File: src/design/mcd_pkg.sv
// ----------------------------------------------------------------------------
// mcd_pkg: shared types and constants of the min/max column decimator
// request and result layouts, register map, state and action codes
// ----------------------------------------------------------------------------
`default_nettype none

package mcd_pkg;

  localparam int MAX_COLUMNS_DEF = 1024;

  localparam int SAMPLE_W = 24;
  localparam int CV_W     = 11;
  localparam int SPS_W    = 24;
  localparam int SS_W     = 11;
  localparam int IDX_W    = 32;
  localparam int Q_W      = IDX_W + CV_W;
  localparam int BEGIN_W  = 24;
  localparam int COL_W    = 10;
  localparam int CNT_W    = 11;
  localparam int OP_W     = 2;
  localparam int STAT_W   = 2;

  localparam int CFG_AW = 4;
  localparam int CFG_DW = 32;

  localparam logic [CV_W-1:0]  CV_RST  = 11'd1024;
  localparam logic [SPS_W-1:0] SPS_RST = 24'd7500;
  localparam logic [SS_W-1:0]  SS_RST  = 11'd1;

  localparam logic [1:0] REG_COLS  = 2'd0;
  localparam logic [1:0] REG_SPS   = 2'd1;
  localparam logic [1:0] REG_SHIFT = 2'd2;

  typedef enum logic [OP_W-1:0] {
    OP_APPEND = 2'd0,
    OP_SHIFT  = 2'd1,
    OP_READ   = 2'd2
  } mcd_op_t;

  typedef enum logic [STAT_W-1:0] {
    STAT_OK    = 2'd0,
    STAT_RANGE = 2'd1,
    STAT_FULL  = 2'd2
  } mcd_status_t;

  typedef enum logic [1:0] {
    ACT_NONE,
    ACT_APPEND,
    ACT_UPDATE,
    ACT_READ
  } mcd_act_t;

  typedef enum logic [2:0] {
    ST_IDLE,
    ST_MUL,
    ST_DIV,
    ST_COL,
    ST_RESP,
    ST_SHIFT
  } mcd_state_t;

  typedef struct packed {
    logic [OP_W-1:0]            op;
    logic signed [SAMPLE_W-1:0] sample;
    logic [BEGIN_W-1:0]         begin_column;
    logic [COL_W-1:0]           read_column;
  } mcd_in_t;

  typedef struct packed {
    logic [STAT_W-1:0]          status;
    logic [COL_W-1:0]           column;
    logic signed [SAMPLE_W-1:0] low_value;
    logic signed [SAMPLE_W-1:0] high_value;
    logic [CNT_W-1:0]           column_count;
    logic                       valid_res;
  } mcd_out_t;

  typedef struct packed {
    logic signed [SAMPLE_W-1:0] low_value;
    logic signed [SAMPLE_W-1:0] high_value;
  } mcd_entry_t;

  typedef struct packed {
    logic             done;
    logic [Q_W-1:0]   quotient;
    logic [SPS_W-1:0] remainder;
  } mcd_div_res_t;

endpackage

`default_nettype wire

File: src/design/mcd_divider.sv
// ----------------------------------------------------------------------------
// mcd_divider: restoring divider, one quotient bit per cycle
// rebuilds the column quotient and remainder of index*columns/samples
// ----------------------------------------------------------------------------
`default_nettype none

module mcd_divider (
  input  logic                       clk,
  input  logic                       rst_n,
  input  logic                       start,
  input  logic [mcd_pkg::Q_W-1:0]    dividend,
  input  logic [mcd_pkg::SPS_W-1:0]  divisor,
  output mcd_pkg::mcd_div_res_t      res
);
  import mcd_pkg::*;

  localparam int STEP_W = $clog2(Q_W + 1);

  logic [Q_W-1:0]    quo_r, quo_nxt;
  logic [SPS_W-1:0]  rem_r, rem_nxt;
  logic [STEP_W-1:0] step_r, step_nxt;
  logic              run_r, run_nxt;
  logic              done_r, done_nxt;
  logic [SPS_W:0]    trial;
  logic [SPS_W:0]    diff;

  // partial remainder stays below the divisor, so the trial fits one extra bit
  assign trial = {rem_r, quo_r[Q_W-1]};
  assign diff  = trial - {1'b0, divisor};

  always_comb begin
    quo_nxt  = quo_r;
    rem_nxt  = rem_r;
    step_nxt = step_r;
    run_nxt  = run_r;
    done_nxt = 1'b0;
    if (start) begin
      quo_nxt  = dividend;
      rem_nxt  = '0;
      step_nxt = STEP_W'(Q_W);
      run_nxt  = 1'b1;
    end else if (run_r) begin
      if (trial >= {1'b0, divisor}) begin
        rem_nxt = diff[SPS_W-1:0];
        quo_nxt = {quo_r[Q_W-2:0], 1'b1};
      end else begin
        rem_nxt = trial[SPS_W-1:0];
        quo_nxt = {quo_r[Q_W-2:0], 1'b0};
      end
      step_nxt = step_r - 1'b1;
      if (step_r == STEP_W'(1)) begin
        run_nxt  = 1'b0;
        done_nxt = 1'b1;
      end
    end
  end

  always_ff @(posedge clk) begin
    if (!rst_n) begin
      run_r  <= 1'b0;
      done_r <= 1'b0;
      step_r <= '0;
    end else begin
      run_r  <= run_nxt;
      done_r <= done_nxt;
      step_r <= step_nxt;
    end
  end

  always_ff @(posedge clk) begin
    quo_r <= quo_nxt;
    rem_r <= rem_nxt;
  end

  assign res.done      = done_r;
  assign res.quotient  = quo_r;
  assign res.remainder = rem_r;

endmodule

`default_nettype wire

File: config.mk
export PLATFORM = sky130hd
export DESIGN_NAME = mcd_divider
export DESIGN_NICKNAME = d
export VERILOG_FILES = /design/src/design/mcd_pkg.sv /design/src/design/mcd_divider.sv
export SDC_FILE = /design/constraint.sdc
export NUM_CORES = 1
export LEC_CHECK = 0
export BUFFER_PORTS_ARGS = -buffer_cell sky130_fd_sc_hd__buf_4
export CAP_MARGIN = 5
export CORE_MARGIN = 2
export CORE_UTILIZATION = 47
export DETAILED_ROUTE_END_ITERATION = 8
export GPL_TIMING_DRIVEN = 0
export PLACE_DENSITY_LB_ADDON = 0.08
export SLEW_MARGIN = 15
export SYNTH_ARGS = -nofsm -noshare
export SYNTH_HDL_FRONTEND = slang
export SYNTH_SLANG_ARGS = --single-unit
export TNS_END_PERCENT = 1
File: constraint.sdc
create_clock -name clk -period 2.7 [get_ports clk]
set_input_delay 0.405 -clock clk [delete_from_list [all_inputs] [get_ports clk]]
set_output_delay 0.405 -clock clk [all_outputs]
set_load 0.005 [all_outputs]
; Yosys cells after proc, flatten, opt, wreduce, memory -nomap -nowiden
; Cells that the tools add are included.
[totals]
wordCells = 25
inputBits = 70
regBits = 75
out_inout_bits = 68
[classes]
addsub = 2
eq_ne = 1
n_reduce_logical = 3
n_mux = 10
magnitude_cmp = 1
bitwise = 2
[op_table]
columns = cell, count
row1 = $mux 43, 2
row2 = $ge 25x24->1, 1
row3 = $mux 24, 1
row4 = $sub 24x24->24, 1
row5 = $mux 6, 2
row6 = $eq 6x1->1 const B, 1
row7 = $sub 6x1->6 const B, 1
row8 = $mux 1, 5
row9 = $reduce_or 3->1, 1
row10 = $not 1->1, 2
row11 = $reduce_bool 2->1, 1
row12 = $reduce_or 2->1, 1

; Longest topological paths before layout
; Gate-level depths: netlist of the first run.
[logic_depth]
word_depth = 4
depth_mapped = 12
mapped_depth_nobuf = 10

; Worst setup path before layout of the first run
; Ideal clock, no wire load.
[synth_timing]
path_kind = in2reg
startpoint = input port divisor[18] (netlist name)
endpoint = register rem_r[15]
path_slack_ps = -241
setup_time_ps = 88
path_stages = 10
required_ps = 2612
n_path_buf = 1
t_arrival_ps = 2853
cell_sequence = inv_1 -> ha_1 -> nand2_2 -> or3_4 -> or3_1 -> or3_4 -> and3_1 -> clkbuf_2 -> or3b_1 -> a311oi_2
[synth_via]
elab_chain_len = 2
[synth_rtl]
columns = element, line_no
row1 = from (decl), mcd_divider.sv:12  ; input logic [mcd_pkg::SPS_W-1:0] divisor,
row2 = $ge 25x24->1, mcd_divider.sv:43  ; if (trial >= {1'b0, divisor}) begin
row3 = $mux 24, mcd_divider.sv:43
row4 = to (signal assigned), mcd_divider.sv:72  ; rem_r <= rem_nxt;
row5 = to (decl), mcd_divider.sv:20  ; logic [SPS_W-1:0] rem_r, rem_nxt;
; No other way between the ends.
; A chain may end at the register's enable or synchronous reset.

; Worst setup path in the final report of the first run
[layout_timing]
startpoint = register rem_r[16]
endpoint = register rem_r[3]
[layout_via]
elab_chain_len = 2
[layout_rtl]
columns = element, line_no
row1 = $ge 25x24->1, mcd_divider.sv:43
row2 = $mux 24, mcd_divider.sv:43
; No other way between the ends.

==> flow_summary.toml, run 1 <==
[status]
status = "complete, but fails checks"
violations = "setup timing"

[clock_tree]
clk_pin_slew_worst_paths_ns = 0.09
cts_sinks = 75
clk_latency_ns = 0.36
numCtsBuffers = 9
clock-root-buffer = "clkbuf_8"
clock_path_buffers = 2
cts_hold_buf = 0
postCtsSetupRepairBufs = 0
h-tree-depth = 3
tritoncts = "yes"

[placed_design]
gp_congestion = 0.882
place_hpwl_um = 8940
dp_cells = 733
preCtsSetupSlack_ns = -0.762
port_buffers = 136

[synth]
synthDistinctLibCells = 59
ys_ff_latch = 75
synth_top_family_by_area = "compound AO/OA/AOI/OAI gates"
syn-cell-area_um2 = 4570
synth_ff_type = "edfxtp_1"
ys_seq_area_frac = 0.422
synth_edf_count = 43
synth_compound_area_frac = 0.173
yosys.area_share.simple = 0.136
syn_avg_cell_area_um2 = 9.88
synthArstFlopShare = 0
syn-num-nets = 560
ys_warn_count = 0
synth_adder_area_share = 0.0755
netlist_instances = 463
synth-xor-area-share = 0.0306
muxShareOfSynthArea = 0.117

[sta]
max_freq_mhz = 370
hold_ws_ns = 0.300
fin_ws_ns = -0.00142
rsz0062_at_grt = "true"
hold_viol_final = 0
drv_slew = 0
skew_ns = 0.0137
worst_slew_pin_slew_ns = 0.755
fin_crit_sh = 1.00
fin_tns_setup_ns = -0.00152
period_needed_ns = 2.70
setup_viol = 2
slew_headroom = 0.495

[power_and_ir_drop]
power-per-cell-area_nw_per_um2 = 487
power.leakage_nw = 2.59
vdd_drop_max_v = 0.000365

[min_path]
min_path_cells = 2
min_path_type = "input port to flip-flop"

[critical_path]
worst-setup-path-type = "flip-flop to flip-flop"
r2r_cells = 8
critPathArrivalTime_ns = 2.97
worstPathMaxFanout = 7
cp-start-kind = "flip-flop"
required_ns = 2.97
cp-end-kind = "flip-flop"

[floorplanning]
coreArea_um2 = 9590
dieArea_um2 = 10500
io_pins = 138
rows = 36
die_y_um = 103
initial_core_util = 0.477
chipWidth_um = 103

[global_routing]
grt_antenna_before_repair = 0
grt_pass1_vias = 3931
grt_usage = 0.232
overflow = 0
grt_pass1_wl_um = 19000
grt_max_degree = 25

[layout]
nNetsFinal = 705
drive_above_1_share = 0.378
diodes = 0
instances_no_fill = 746
area_delta_synth_final_pct = 34.0

[route]
drc = 0
wl_um = 12100
first_pass_iters = 4
wire_per_inst_um = 16.2
vias = 4065
ant_nets = 0
drt_iter0_drc = 153
viasPerCell = 5.45

[run]
cap_viol_max_count = 0
[timing repair]
action,in CTS,in global routing
gates resized for setup,22,6
setup endpoints to repair,25,22
pin swaps,1,1
[cells in the final DEF, fill, tap and decap left out, drive strengths merged, types with 4 or more instances in the layout]
cell type  netlist  final
nor2            32     32
o21a            11     11
a21oi           24     24
buf              4    142
a21boi           4      4
o21ai           29     29
nand2b           5      5
mux2i            5      5
xor2            11     11
o31a             4      4
nand3            7      7
a311oi          12     12
ha              26     26
or2              4      4
clkbuf          14     20
mux2            43     43
edfxtp          43     43
a32oi            6      6
o211ai           5      5
dfxtp           32     32
or3              6      6
nand2           44     44
inv             34     36
nor3            10     10
nand4            5      5
xnor2            5      5
[cell type report]
cell class / instances / area, um2
plain buffers: 15 / 78.8
repair buffers: 137 / 1050
fillers: 807 / 3470
clock inverters: 6 / 73.8
flip-flops and latches: 75 / 1940
multi-input cells: 336 / 2570
clock buffers: 10 / 128
well taps: 133 / 166
inverters: 34 / 128
[cell families (layout without fill, tap and decap cells)]
kind of cell	count (synthesis)	after routing
and+or+nand+nor	129	129
AOI/OAI and AO/OA	116	116
DFF	75	75
buffers and inverters	52	202
muxes	48	48
adders and majority gates	27	27
xor gates and xnor gates	16	16
[registers in the layout (all words and copies together), names as in the netlist]
signal  count
run_r       1
step_r      6
rem_r      24
done_r      1
quo_r      43
[Yosys cell counts (6+ instances only)]
master	instances	share of area
edfxtp_1	43	0.28
mux2_2	43	0.11
nand2_1	43	0.035
inv_1	34	0.028
dfxtp_1	32	0.14
nor2_1	32	0.026
o21ai_0	28	0.031
ha_1	26	0.071
a21oi_1	24	0.026
clkbuf_1	13	0.011
o21a_1	11	0.018
xor2_1	11	0.021
a311oi_1	10	0.019
nor3_1	10	0.011
nand3_1	7	0.0077
a32oi_1	6	0.011
[metrics by stage]
step	instance area [um2]	power [W]	util
2_1_floorplan	4630	0.00177	-
3_3_place_gp	5820	0.00205	0.606
3_5_place_dp	5840	0.00207	0.609
4_1_cts	6110	0.00299	0.637
5_1_grt	6130	0.00312	0.639
6_report	6130	0.00298	0.639
[worst paths after layout]
path,startpoint,end,slack [ns]
setup / recovery,rem_r[16],rem_r[3],-0.001
hold / removal,rst_n,step_r[0],0.30
setup reg to reg,rem_r[16],rem_r[3],-0.001
hold reg to reg,rem_r[17],rem_r[17],0.50
[critical path, stage by stage, from the launching register on]
cell,delay (ns)
dfxtp_2,0.36
ha_4,0.30
nand2_4,0.07
or3_4,0.38
or3_4,0.34
or3_4,0.35
and3_4,0.19
or3_1,0.36
a311oi_1,0.25
[power by group]
group | switching (W) | internal, W | total, W | leakage, nW
combinational | 0.000316 | 0.000359 | 0.000675 | 1.80
clock | 0.000481 | 0.000439 | 0.000920 | 0.0950
sequential | 0.0000663 | 0.00132 | 0.00139 | 0.696
[per-layer routing]
metal,vias up,global-route usage,routed length (um)
met1,1894,0.283,5040
met2,149,0.395,5740
met5,-,0,0
li1,2005,-,-
met4,0,0.0821,202
met3,17,0.0651,1080
No activity file was read; power rests on OpenSTA's default activity.
==> run 2, diff against run 1 <==
CORE_UTILIZATION = 56   (was 47)
clock period = 3.35 ns   (was 2.7 ns; I/O delays follow)
==> flow_summary.toml, run 2 (synthesis gave the netlist of run 1 again) <==
[clock_tree]
h-tree-depth = 3
numCtsBuffers = 9
clk_pin_slew_worst_paths_ns = 0.09
cts_sinks = 75
clk_latency_ns = 0.35
tritoncts = "yes"
clock-root-buffer = "clkbuf_8"
clock_path_buffers = 2
postCtsSetupRepairBufs = 0
cts_hold_buf = 0
cts-resized-gates = 0

[critical_path]
worst-setup-path-type = "flip-flop to flip-flop"
cp-end-kind = "flip-flop"
worstPathMaxFanout = 10
reg2reg_slack_ns = 0.18
critPathArrivalTime_ns = 3.44
required_ns = 3.63
cp-start-kind = "flip-flop"

[layout]
final_common_cell = "buf_4"
fin_util = 0.761
area_delta_synth_final_pct = 30.0
largest_register_ff_count = 43
top_register = "quo_r"
layout_common_cells = "137 x buf_4, 43 x mux2_2, 43 x nand2_1, 43 x edfxtp_1, 33 x inv_1"
diodes = 0
reg.largest.list = "quo_r: 43 flops, rem_r: 24 flops, step_r: 6 flops"
final_area_um2 = 5940
drive_above_1_share = 0.343
nNetsFinal = 708

[sta]
hold_viol_final = 0
drv_slew = 0
period_needed_ns = 3.17
setup_viol = 0
fin_tns_setup_ns = 0
slew_headroom = 0.520
worst_slew_pin_slew_ns = 0.717
skew_ns = 0.0118
rsz0062_at_grt = "false"
fin_crit_sh = 0.946
fin_ws_ns = 0.181
max_freq_mhz = 316

[floorplanning]
chipWidth_um = 94.4
coreArea_um2 = 7810
dieArea_um2 = 8900
initial_core_util = 0.586
rows = 32
die_y_um = 94.4
io_pins = 138

[route]
drt_iter0_drc = 222
drc = 0
wire_per_inst_um = 16.3
viasPerCell = 5.68
vias = 4075
first_pass_iters = 4
wl_um = 11700
ant_nets = 0

[placed_design]
gp_congestion = 0.931
placed_cell_area_um2 = 5740
port_buffers = 136
preCtsSetupSlack_ns = -0.200
place_hpwl_um = 8850

[power_and_ir_drop]
p_sw_w = 0.000661
power-per-cell-area_nw_per_um2 = 396
p_seq_frac = 0.473
p_clk_frac = 0.302
switching_share = 0.281
power.leakage_nw = 2.56
vdd_drop_max_v = 0.000291
internal_power_w = 0.00169
p_total_w = 0.00236
comb_power_share = 0.226

[global_routing]
overflow = 0
busiest_layer = "met2"
grt_pass1_wl_um = 17800
grt_antenna_before_repair = 0
grtUsageMet2 = 0.421
grt_pass1_vias = 3767
use_met1 = 0.348
use_met3 = 0.0559
grt_usage = 0.259
grt_max_degree = 41

[run]
cap_viol_max_count = 0

[min_path]
min_path_type = "input port to flip-flop"

[status]
status = "finished, final reports clean"
run 2: routing by layer:
layer | share of wire | up-vias
met5 | 0 | -
met4 | 0.013 | 0
met3 | 0.087 | 16
met2 | 0.49 | 174
met1 | 0.41 | 1885
li1 | - | 2000
run 2: area by class of cell:
class / instances / area, um2
multi-input cells: 336 / 2430
flip-flops and latches: 75 / 1930
fillers: 576 / 1860
repair buffers: 137 / 1040
inverters: 34 / 128
well taps: 102 / 128
clock buffers: 9 / 124
plain buffers: 18 / 85.1
clock inverters: 7 / 75.1
run 2: worst paths after layout:
check | from | end | cells after the start
max reg2reg | rem_r[18] | rem_r[20] | 9
max | rem_r[18] | rem_r[20] | 9
min | rst_n | step_r[5] | 2
min reg2reg | rem_r[8] | rem_r[8] | 2
run 2: stage by stage:
| stage | instances | hold slack (ns) |
|---|---|---|
| 3_3_place_gp | 701 | 0.484 |
| 2_1_floorplan | 463 | 0.470 |
| 6_report | 718 | 0.402 |
| 3_5_place_dp | 702 | 0.496 |
| 4_1_cts | 718 | 0.402 |
| 5_1_grt | 718 | 0.404 |
run 2: power by group through the flow:
stage                     Clock [W]  Combinational (W)  Sequential, W
after CTS                  0.000720           0.000531        0.00111
after global placement            0           0.000507        0.00113
final                      0.000710           0.000532        0.00111
after floorplan                   0           0.000285        0.00113
after global routing       0.000755           0.000582        0.00112
after detailed placement          0           0.000527        0.00113
run 2: worst max-delay path, stage by stage (launching register included):
cell,delay (ns)
dfxtp_1,0.34
ha_1,0.41
nand2_1,0.13
or3_4,0.36
or3_1,0.38
or3_4,0.40
nand3_1,0.29
clkbuf_4,0.34
nand2_1,0.20
o21ai_0,0.24
==> run 3, diff against run 2 <==
CORE_UTILIZATION = 47   (was 56)
clock period = 2.85 ns   (was 3.35 ns; I/O delays follow)
==> flow_summary.toml, run 3 (synthesis gave the netlist of run 1 again) <==
[floorplanning]
io_pins = 138
chipWidth_um = 103
rows = 36
dieArea_um2 = 10500
die_y_um = 103
coreArea_um2 = 9590
initial_core_util = 0.477

[global_routing]
grt_pass1_vias = 3928
grt_max_degree = 31
grt_pass1_wl_um = 18900
grt_usage = 0.230
grt_antenna_before_repair = 0
overflow = 0

[route]
first_pass_iters = 4
vias = 4107
wl_met1_um = 4990
highest_layer = "met4"
wl_met2_um = 5640
wl_um = 11900
drc = 0
drt_iter0_drc = 220
wl_met3_um = 1070
wire_per_inst_um = 15.9
ant_nets = 0
viasPerCell = 5.49

[placed_design]
port_buffers = 136
placed_cell_area_um2 = 5820
place_hpwl_um = 8890
gp_congestion = 0.887

[layout]
area_delta_synth_final_pct = 32.9
nNetsFinal = 707
diodes = 0
top_register = "quo_r"
final_common_cell = "buf_4"
drive_above_1_share = 0.371
layout_common_cells = "137 x buf_4, 43 x mux2_2, 43 x edfxtp_1"
reg.largest.list = "quo_r: 43 flops, rem_r: 24 flops, step_r: 6 flops"
largest_register_ff_count = 43
final_area_um2 = 6080

[clock_tree]
clk_pin_slew_worst_paths_ns = 0.10
h-tree-depth = 3
cts_sinks = 75
clk_latency_ns = 0.36
cts_hold_buf = 0
clock-root-buffer = "clkbuf_8"
postCtsSetupRepairBufs = 0
tritoncts = "yes"
clock_path_buffers = 2
numCtsBuffers = 9

[sta]
setup_viol = 0
fin_crit_sh = 0.979
period_needed_ns = 2.79
max_freq_mhz = 358
drv_slew = 0
skew_ns = 0.0118
slew_headroom = 0.449
worst_slew_pin_slew_ns = 0.824
hold_ws_ns = 0.317
hold_viol_final = 0
rsz0062_at_grt = "true"

[power_and_ir_drop]
power-per-cell-area_nw_per_um2 = 450
power.leakage_nw = 2.57
p_total_w = 0.00274
vdd_drop_max_v = 0.000338

[critical_path]
path_cells = "ha_4 > inv_1 > or3_4 > or3_4 > or3_4 > and3_4 > or3_1 > a311oi_2"
critPathArrivalTime_ns = 3.06
cpLargestDelayFamily = "simple AND/OR/NAND/NOR gates"
worst-setup-path-type = "flip-flop to flip-flop"
cp-start-kind = "flip-flop"
cp_slowest_stage_delay_ns = 0.41
cp-end-kind = "flip-flop"
worstPathMaxFanout = 6
cpMostUsedCell = "or3_4"
required_ns = 3.12
path_buf_inv = 1
cpMaxStageDelayCell = "or3_4"

[min_path]
min_path_type = "input port to flip-flop"

[status]
status = "finished, final reports clean"

[run]
cap_viol_max_count = 0
-- run 3: worst paths after layout --
| kind | start | endpoint | slack [ns] | cells past startpoint |
|---|---|---|---|---|
| max | rem_r[20] | rem_r[11] | 0.06 | 8 |
| min | rst_n | step_r[5] | 0.32 | 2 |
| max reg2reg | rem_r[20] | rem_r[11] | 0.06 | 8 |
| min reg2reg | rem_r[17] | rem_r[17] | 0.49 | 2 |
-- run 3: what timing repair did --
| action | in CTS | in global routing |
|---|---|---|
| gates cloned | 0 | 0 |
| resized for setup | 12 | 14 |
| setup endpoints to repair | 22 | 19 |
| pin swaps | 1 | 1 |
-- run 3: worst reg2reg max path, cell delays in order, from the launching register on --
cell	delay (ns)
dfxtp_1	0.37
ha_4	0.31
inv_1	0.04
or3_4	0.39
or3_4	0.34
or3_4	0.41
and3_4	0.19
or3_1	0.40
a311oi_2	0.26
-- run 3: stage by stage --
| step | TNS [ns] | worst slack (ns) | std cells | utilization |
|---|---|---|---|---|
| after floorplan | -0.0137 | -0.0137 | 463 | - |
| after global placement | -19.23 | -0.547 | 732 | 0.604 |
| after detailed placement | -8.78 | -0.549 | 733 | 0.606 |
| after CTS | 0 | 0.00197 | 748 | 0.629 |
| after global routing | -0.0295 | -0.0295 | 748 | 0.633 |
| final | 0 | 0.0597 | 748 | 0.633 |
-- run 3: cell type report --
class                           instances  area, um2
Buffer                                 17       86.3
Timing Repair Buffer                  137       1040
Tap cell                              133        166
Clock buffer                            9        124
Fill cell                             836       3520
Multi-Input combinational cell        336       2540
Inverter                               34        128
Sequential cell                        75       1940
Clock inverter                          7       57.6
-- run 3: power breakdown --
| group | internal, W | leakage [nW] | total [W] | switching [W] |
|---|---|---|---|---|
| Clock | 0.000327 | 0.0829 | 0.000796 | 0.000469 |
| Combinational | 0.000337 | 1.79 | 0.000629 | 0.000293 |
| Sequential | 0.00125 | 0.697 | 0.00131 | 0.0000610 |
| Total | 0.00192 | 2.57 | 0.00274 | 0.000822 |
-- run 3: layer usage --
metal / vias up / global-route usage
met2: 153 / 0.375
met4: 0 / 0.0800
li1: 2003 / -
met1: 1931 / 0.284
met5: - / 0
met3: 20 / 0.0814
